[src/hw/rtl/dtt_pkg.sv]
package dtt_pkg;

	localparam int TIME_W = 40;
	localparam int ID_W = 32;
	localparam int MAX_RESULTS = 16;
	localparam int RES_CNT_W = $clog2(MAX_RESULTS);

	localparam logic [1:0] CMD_ARM = 2'd0;
	localparam logic [1:0] CMD_CANCEL = 2'd1;
	localparam logic [1:0] CMD_TICK = 2'd2;

	typedef enum logic [2:0] {
		ST_ARMED = 3'd0,
		ST_FULL = 3'd1,
		ST_CANCELLED = 3'd2,
		ST_NOT_FOUND = 3'd3,
		ST_EXPIRED = 3'd4,
		ST_NONE = 3'd5,
		ST_IGNORED = 3'd6
	} status_t;

	typedef struct packed {
		logic valid;
		logic [TIME_W-1:0] deadline;
		logic [ID_W-1:0] owner;
	} entry_t;

	localparam entry_t ENTRY_NONE = '{valid: 1'b0, deadline: '0, owner: '0};

	typedef enum logic [1:0] {
		CELL_HOLD = 2'd0,
		CELL_INSERT = 2'd1,
		CELL_REMOVE = 2'd2
	} cell_mode_t;

	// broadcast to every cell of the row
	typedef struct packed {
		cell_mode_t mode;
		logic [TIME_W-1:0] key_deadline;
		logic [ID_W-1:0] key_owner;
		logic [TIME_W-1:0] now;
	} cell_ctl_t;

endpackage

[src/hw/rtl/dtt_if.sv]
interface dtt_req_if;
	logic valid;
	logic ready;
	logic [1:0] command;
	logic [31:0] id;
	logic [31:0] timeout;

	modport source (output valid, output command, output id, output timeout, input ready);
	modport sink (input valid, input command, input id, input timeout, output ready);
endinterface

interface dtt_rsp_if;
	logic valid;
	logic ready;
	logic [2:0] status;
	logic [31:0] expired_id;
	logic last;

	modport source (output valid, output status, output expired_id, output last, input ready);
	modport sink (input valid, input status, input expired_id, input last, output ready);
endinterface

[src/hw/rtl/dtt_cell.sv]
module dtt_cell (
	input logic clk,
	input logic arst_n,
	input dtt_pkg::cell_ctl_t ctl,
	input dtt_pkg::entry_t left_entry,
	input logic left_take,
	input logic left_rm,
	input dtt_pkg::entry_t right_entry,
	output dtt_pkg::entry_t entry,
	output logic take,
	output logic rm,
	output logic due
);
	import dtt_pkg::*;

	logic valid_q;
	logic [TIME_W-1:0] deadline_q;
	logic [ID_W-1:0] owner_q;
	logic match;

	assign entry = '{valid: valid_q, deadline: deadline_q, owner: owner_q};

	// first slot past the new deadline, or the first empty slot
	assign take = !valid_q || (deadline_q > ctl.key_deadline);
	assign match = valid_q && (owner_q == ctl.key_owner);
	// removal point and everything behind it moves one slot forward
	assign rm = left_rm || match;
	assign due = valid_q && (deadline_q <= ctl.now);

	always_ff @(posedge clk or negedge arst_n) begin
		if (!arst_n) begin
			valid_q <= 1'b0;
		end else begin
			case (ctl.mode)
				CELL_INSERT: begin
					if (left_take) begin
						valid_q <= left_entry.valid;
					end else if (take) begin
						valid_q <= 1'b1;
					end
				end
				CELL_REMOVE: begin
					if (rm) begin
						valid_q <= right_entry.valid;
					end
				end
				default: begin
				end
			endcase
		end
	end

	always_ff @(posedge clk) begin
		case (ctl.mode)
			CELL_INSERT: begin
				if (left_take) begin
					deadline_q <= left_entry.deadline;
					owner_q <= left_entry.owner;
				end else if (take) begin
					deadline_q <= ctl.key_deadline;
					owner_q <= ctl.key_owner;
				end
			end
			CELL_REMOVE: begin
				if (rm) begin
					deadline_q <= right_entry.deadline;
					owner_q <= right_entry.owner;
				end
			end
			default: begin
			end
		endcase
	end

endmodule

[src/hw/rtl/deadline_timeout_table_unit.sv]
// Deadline-ordered watchdog timeout table.
// req channel carries command (arm, cancel, tick), id and timeout; rsp channel
// returns status, expired_id and last, with last set on the final result of
// each request. Both channels use valid/ready; a transfer happens when both
// are high.
// Entries sit in a row of cells kept sorted by deadline, ties in arrival
// order. Arm inserts by shifting the tail of the row back one cell, cancel and
// expiry pop shift it forward one cell.
// A request is taken in idle into the state and operand registers; its results
// are then registered on rsp. Arm, cancel and ignored requests give one result
// each. A tick gives one result per expired entry (at most 16), or one if none
// expire; each expiry is one cell-row shift per cycle while rsp is not stalled.
// req.ready is high only between requests; the rsp output register lets a
// new request be taken while the previous result still waits.
// When the receiver stalls, the result holds on rsp and the row of cells
// stops shifting until the result is taken.
// Reset clears the time counter and all cell valid bits; the table is empty
// and ready on the first cycle after reset.
module deadline_timeout_table_unit #(
	parameter int CAPACITY = 16
) (
	input logic clk,
	input logic arst_n,
	dtt_req_if.sink req,
	dtt_rsp_if.source rsp
);
	import dtt_pkg::*;

	typedef enum logic [2:0] {
		S_IDLE,
		S_ARM,
		S_CANCEL,
		S_TICK,
		S_IGNORE
	} state_t;

	state_t state_q;
	logic [TIME_W-1:0] now_q;
	logic [TIME_W-1:0] deadline_q;
	logic [ID_W-1:0] id_q;
	logic [RES_CNT_W-1:0] count_q;

	logic rsp_valid_q;
	status_t status_q;
	logic [ID_W-1:0] expired_id_q;
	logic last_q;

	logic req_fire;
	logic slot_free;
	logic rsp_load;
	logic [TIME_W:0] sum;
	cell_ctl_t ctl;

	entry_t ent [CAPACITY];
	logic [CAPACITY-1:0] take;
	logic [CAPACITY-1:0] rm;
	logic [CAPACITY-1:0] due;
	logic due_next;
	logic full;
	logic found;

	assign req.ready = (state_q == S_IDLE);
	assign req_fire = req.valid && req.ready;
	assign slot_free = !rsp_valid_q || rsp.ready;
	// every busy state registers one result per free output slot
	assign rsp_load = slot_free && (state_q != S_IDLE);

	assign rsp.valid = rsp_valid_q;
	assign rsp.status = status_q;
	assign rsp.expired_id = expired_id_q;
	assign rsp.last = last_q;

	assign sum = {1'b0, now_q} + {{(TIME_W + 1 - ID_W){1'b0}}, req.timeout};
	assign full = ent[CAPACITY-1].valid;
	assign found = rm[CAPACITY-1];

	always_comb begin
		ctl.mode = CELL_HOLD;
		ctl.key_deadline = deadline_q;
		ctl.key_owner = id_q;
		ctl.now = now_q;
		if (slot_free) begin
			case (state_q)
				S_ARM: if (!full) ctl.mode = CELL_INSERT;
				S_CANCEL: if (found) ctl.mode = CELL_REMOVE;
				S_TICK: if (due[0]) ctl.mode = CELL_REMOVE;
				default: ctl.mode = CELL_HOLD;
			endcase
		end
	end

	for (genvar i = 0; i < CAPACITY; i++) begin : g_cell
		entry_t left_e;
		entry_t right_e;
		logic left_t;
		logic left_r;

		if (i == 0) begin : g_head
			assign left_e = ENTRY_NONE;
			assign left_t = 1'b0;
			// expiry pops the head; cancel starts the search clean
			assign left_r = (state_q == S_TICK);
		end else begin : g_body
			assign left_e = ent[i-1];
			assign left_t = take[i-1];
			assign left_r = rm[i-1];
		end

		if (i == CAPACITY - 1) begin : g_tail
			assign right_e = ENTRY_NONE;
		end else begin : g_mid
			assign right_e = ent[i+1];
		end

		dtt_cell u_cell (
			.clk(clk),
			.arst_n(arst_n),
			.ctl(ctl),
			.left_entry(left_e),
			.left_take(left_t),
			.left_rm(left_r),
			.right_entry(right_e),
			.entry(ent[i]),
			.take(take[i]),
			.rm(rm[i]),
			.due(due[i])
		);
	end

	if (CAPACITY > 1) begin : g_due2
		assign due_next = due[1];
	end else begin : g_due1
		assign due_next = 1'b0;
	end

	always_ff @(posedge clk or negedge arst_n) begin
		if (!arst_n) begin
			state_q <= S_IDLE;
			now_q <= '0;
			count_q <= '0;
			rsp_valid_q <= 1'b0;
			status_q <= ST_NONE;
			expired_id_q <= '0;
			last_q <= 1'b0;
		end else begin
			if (rsp_load) begin
				rsp_valid_q <= 1'b1;
			end else if (rsp.ready) begin
				rsp_valid_q <= 1'b0;
			end
			unique case (state_q)
				S_IDLE: begin
					if (req_fire) begin
						count_q <= '0;
						unique case (req.command)
							CMD_ARM: begin
								if (req.id == '0 || req.timeout == '0) state_q <= S_IGNORE;
								else state_q <= S_ARM;
							end
							CMD_CANCEL: begin
								if (req.id == '0) state_q <= S_IGNORE;
								else state_q <= S_CANCEL;
							end
							CMD_TICK: begin
								state_q <= S_TICK;
								if (now_q != {TIME_W{1'b1}}) now_q <= now_q + 1'b1;
							end
							default: state_q <= S_IGNORE;
						endcase
					end
				end
				S_ARM: begin
					if (slot_free) begin
						status_q <= full ? ST_FULL : ST_ARMED;
						expired_id_q <= id_q;
						last_q <= 1'b1;
						state_q <= S_IDLE;
					end
				end
				S_CANCEL: begin
					if (slot_free) begin
						status_q <= found ? ST_CANCELLED : ST_NOT_FOUND;
						expired_id_q <= id_q;
						last_q <= 1'b1;
						state_q <= S_IDLE;
					end
				end
				S_TICK: begin
					if (slot_free) begin
						if (due[0]) begin
							status_q <= ST_EXPIRED;
							expired_id_q <= ent[0].owner;
							count_q <= count_q + 1'b1;
							// stop at the result cap; leftovers expire next tick
							if (!due_next || count_q == RES_CNT_W'(MAX_RESULTS - 1)) begin
								last_q <= 1'b1;
								state_q <= S_IDLE;
							end else begin
								last_q <= 1'b0;
							end
						end else begin
							status_q <= ST_NONE;
							expired_id_q <= '0;
							last_q <= 1'b1;
							state_q <= S_IDLE;
						end
					end
				end
				S_IGNORE: begin
					if (slot_free) begin
						status_q <= ST_IGNORED;
						expired_id_q <= '0;
						last_q <= 1'b1;
						state_q <= S_IDLE;
					end
				end
				default: state_q <= S_IDLE;
			endcase
		end
	end

	// request operands; the deadline saturates at the top of the time range
	always_ff @(posedge clk) begin
		if (req_fire) begin
			id_q <= req.id;
			deadline_q <= sum[TIME_W] ? {TIME_W{1'b1}} : sum[TIME_W-1:0];
		end
	end

endmodule

[src/flat_wrapper.sv]
// flat-port wrapper written by rule: the top's interface ports become plain ports
module deadline_timeout_table_unit_flat import dtt_pkg::*;
#(
	parameter int CAPACITY = 16
)
  (clk, arst_n, req_valid, req_command, req_id, req_timeout, req_ready, rsp_valid, rsp_status, rsp_expired_id, rsp_last, rsp_ready);
  dtt_req_if req_i ();
  dtt_rsp_if rsp_i ();
  input logic clk;
  input logic arst_n;
  input wire logic [$bits(req_i.valid)-1:0] req_valid;
  input wire logic [$bits(req_i.command)-1:0] req_command;
  input wire logic [$bits(req_i.id)-1:0] req_id;
  input wire logic [$bits(req_i.timeout)-1:0] req_timeout;
  output wire logic [$bits(req_i.ready)-1:0] req_ready;
  output wire logic [$bits(rsp_i.valid)-1:0] rsp_valid;
  output wire logic [$bits(rsp_i.status)-1:0] rsp_status;
  output wire logic [$bits(rsp_i.expired_id)-1:0] rsp_expired_id;
  output wire logic [$bits(rsp_i.last)-1:0] rsp_last;
  input wire logic [$bits(rsp_i.ready)-1:0] rsp_ready;
  assign req_i.valid = req_valid;
  assign req_i.command = req_command;
  assign req_i.id = req_id;
  assign req_i.timeout = req_timeout;
  assign req_ready = req_i.ready;
  assign rsp_valid = rsp_i.valid;
  assign rsp_status = rsp_i.status;
  assign rsp_expired_id = rsp_i.expired_id;
  assign rsp_last = rsp_i.last;
  assign rsp_i.ready = rsp_ready;
  deadline_timeout_table_unit #(.CAPACITY(CAPACITY)) u_core (.clk(clk), .arst_n(arst_n), .req(req_i), .rsp(rsp_i));
endmodule
[config.mk]
export PLATFORM = sky130hd
export DESIGN_NAME = deadline_timeout_table_unit_flat
export DESIGN_NICKNAME = d
export VERILOG_FILES = /design/src/hw/rtl/dtt_pkg.sv /design/src/hw/rtl/dtt_if.sv /design/src/hw/rtl/dtt_cell.sv /design/src/hw/rtl/deadline_timeout_table_unit.sv /design/src/flat_wrapper.sv
export SDC_FILE = /design/constraint.sdc
export NUM_CORES = 2
export LEC_CHECK = 0
export BUFFER_PORTS_ARGS = -buffer_cell sky130_fd_sc_hd__buf_2
export CAP_MARGIN = 20
export CORE_UTILIZATION = 30
export CTS_BUF_LIST = sky130_fd_sc_hd__clkbuf_4
export DETAILED_ROUTE_END_ITERATION = 8
export PLACE_DENSITY = 0.56
export SLEW_MARGIN = 20
export SYNTH_ARGS = -nofsm -noshare
export SYNTH_HDL_FRONTEND = slang
export SYNTH_HIERARCHICAL = 1
export SYNTH_SLANG_ARGS = --single-unit
[constraint.sdc]
create_clock -name clk -period 10.74 [get_ports clk]
set_input_delay 3.222 -clock clk [delete_from_list [all_inputs] [get_ports clk]]
set_output_delay 3.222 -clock clk [all_outputs]
set_load 0.05 [all_outputs]
==> run summary <==
post-DP HPWL: 204000 µm
Slew Viols, Final: 0
die height: 556 µm
setup violators final: 0
post-DR wirelength/cell: 19.3 µm
Leak: 42.9 nW
final hold slack: 0.479 ns
Pwr Total: 20.8 mW
post-CTS sizing: 0
cell mode on critical path: a41o_2
drt first-iter violations: 5295
worst slew pin tran: 1.13 ns
clk_skew: 0.126 ns
Place WS: 1.95 ns
Worst Setup Start Kind: flip-flop
fmax: 112 MHz
Pre-antenna DRT Iters: 8
full die area: 309000 µm²
worst skew pair latency: 1.43 ns
mapped cell area: 92200 µm²
CP Class: flip-flop to flip-flop
design area: 103000 µm²
yosys warns: 6
# H-tree levels: 5
# rows: 203
Core Util, Final: 33.7%
RSZ-0062 raised after global routing: no
Post-Place Cell Area: 98400 µm²
Pwr per Cell Area: 202 nW/µm²
Post-CTS Setup Bufs: 0
Mean Syn Cell Area: 9.97 µm²
GRT Total Usage: 17.0%
routed wire length: 270000 µm
Hold Crit Class: flip-flop to flip-flop
clock slew at reported path FFs: 0.06 ns
Final Cycle Share: 83.3%
status: finished clean
share of layout cells above drive strength 1: 10.7%
Core Area: 306000 µm²
total number of vias: 71.0k
initial antenna violation count: 3
max_slew headroom: 24.0%
FF+latch area: 39300 µm²
Syn-to-layout area delta: 11.9%
non-filler cells, final: 14.0k
slowest CP cell: nor3_2
num ports: 108
Post-CTS Hold Buffers: 0
Fill cells: 31.4k
CTS Buffer Depth: 4
Placed Cells: 13.3k
width of the chip: 556 µm
Crit path largest cell delay: 0.80 ns
post-route ant nets: 0
CTS tree: done
root buf cell: clkbuf_4
Max-cap violations: 0
first-pass GRT wire length: 416000 µm
worst endpoint required time: 11.71 ns
Fin. Hold Viols: 0
crit-path max FO: 66
Num Clock Sinks: 1324
DRC: 0
drt via density: 5.07
WP data arrival: 9.91 ns
Syn Inst Count: 9248
buffers added on ports: 107
Final min period: 8.94 ns
Num CTS Buffers: 392
multi-input logic area: 49100 µm²
crit path capture type: flip-flop
vias in the first global route: 71.0k
GP Congestion: 0.950
setup ws final: 1.80 ns
grt total ovfl: 0
Max VDD drop: 0.140 mV
Starting Density: 30.1%
nets: 10.5k
largest net degree at the start of global routing: 86
Setup TNS: 0 ns
## worst paths after layout
check	from	end	slack (ns)	cells past startpoint
max	u_core/id_q[0]	u_core/g_cell[8].u_cell/deadline_q[36]	1.80	29
min	u_core/rsp.status[2]	u_core/rsp.status[2]	0.48	2
max reg2reg	u_core/id_q[0]	u_core/g_cell[8].u_cell/deadline_q[36]	1.80	29
min reg2reg	u_core/rsp.status[2]	u_core/rsp.status[2]	0.48	2
max in group asynchronous	arst_n	u_core/g_cell[9].u_cell/valid_q	7.47	2
min in group asynchronous	arst_n	u_core/now_q[38]	1.80	1
## metal layers
layer	wire length (µm)	vias up	track usage, %
met4	9010	2	6.54
met1	126000	33900	23.2
met2	120000	2173	26.8
met3	15000	517	2.50
met5	13	-	0
li1	-	34400	-
## flip-flops by register name (all words and copies together), names as in the netlist
register / cells
u_core/rsp.valid: 1
u_core/g_cell.u_cell/valid_q: 16
u_core/rsp.last: 1
u_core/count_q: 4
u_core/deadline_q: 40
u_core/rsp.expired_id: 32
u_core/g_cell.u_cell/owner_q: 512
u_core/now_q: 40
u_core/id_q: 32
u_core/g_cell.u_cell/deadline_q: 640
u_core/rsp.status: 3
u_core/state_q: 3
## power breakdown
group / internal [mW] / leakage (nW) / switching, mW
combinational: 3.25 / 27.6 / 4.74
sequential: 7.18 / 12.5 / 0.947
clock: 2.42 / 2.80 / 2.29
total: 12.9 / 42.9 / 7.97
## critical path: cells and delay by family (launching register included)
family | cells | cell delay [ns]
AO/OA/AOI/OAI | 18 | 3.92
flip-flops | 1 | 0.37
XOR/XNOR | 1 | 0.19
buffers and inverters | 5 | 2.04
multiplexers | 1 | 0.14
AND/OR/NAND/NOR | 4 | 1.75
## area by class of cell
cell class              instances  share of cell area (%)
clock inverters               103                   0.441
inverters                     796                    2.90
well taps                    4100                    4.97
clock buffers                 561                    4.08
multi-input cells            6849                    47.6
diodes                          4                 0.00970
repair buffers                279                    1.92
flip-flops and latches       1324                    38.1
## cell usage in the layout (no fill, tap or decap), types with 148 or more instances in the layout
master / instances
nand2_1: 1372
o21ai_0: 1268
edfxtp_1: 1224
mux2i_1: 1153
inv_1: 794
ha_1: 754
clkbuf_4: 561
xnor2_1: 549
a21oi_1: 311
nand4_1: 271
buf_4: 163
conb_1: 148
No activity file was read; power rests on OpenSTA's default activity.
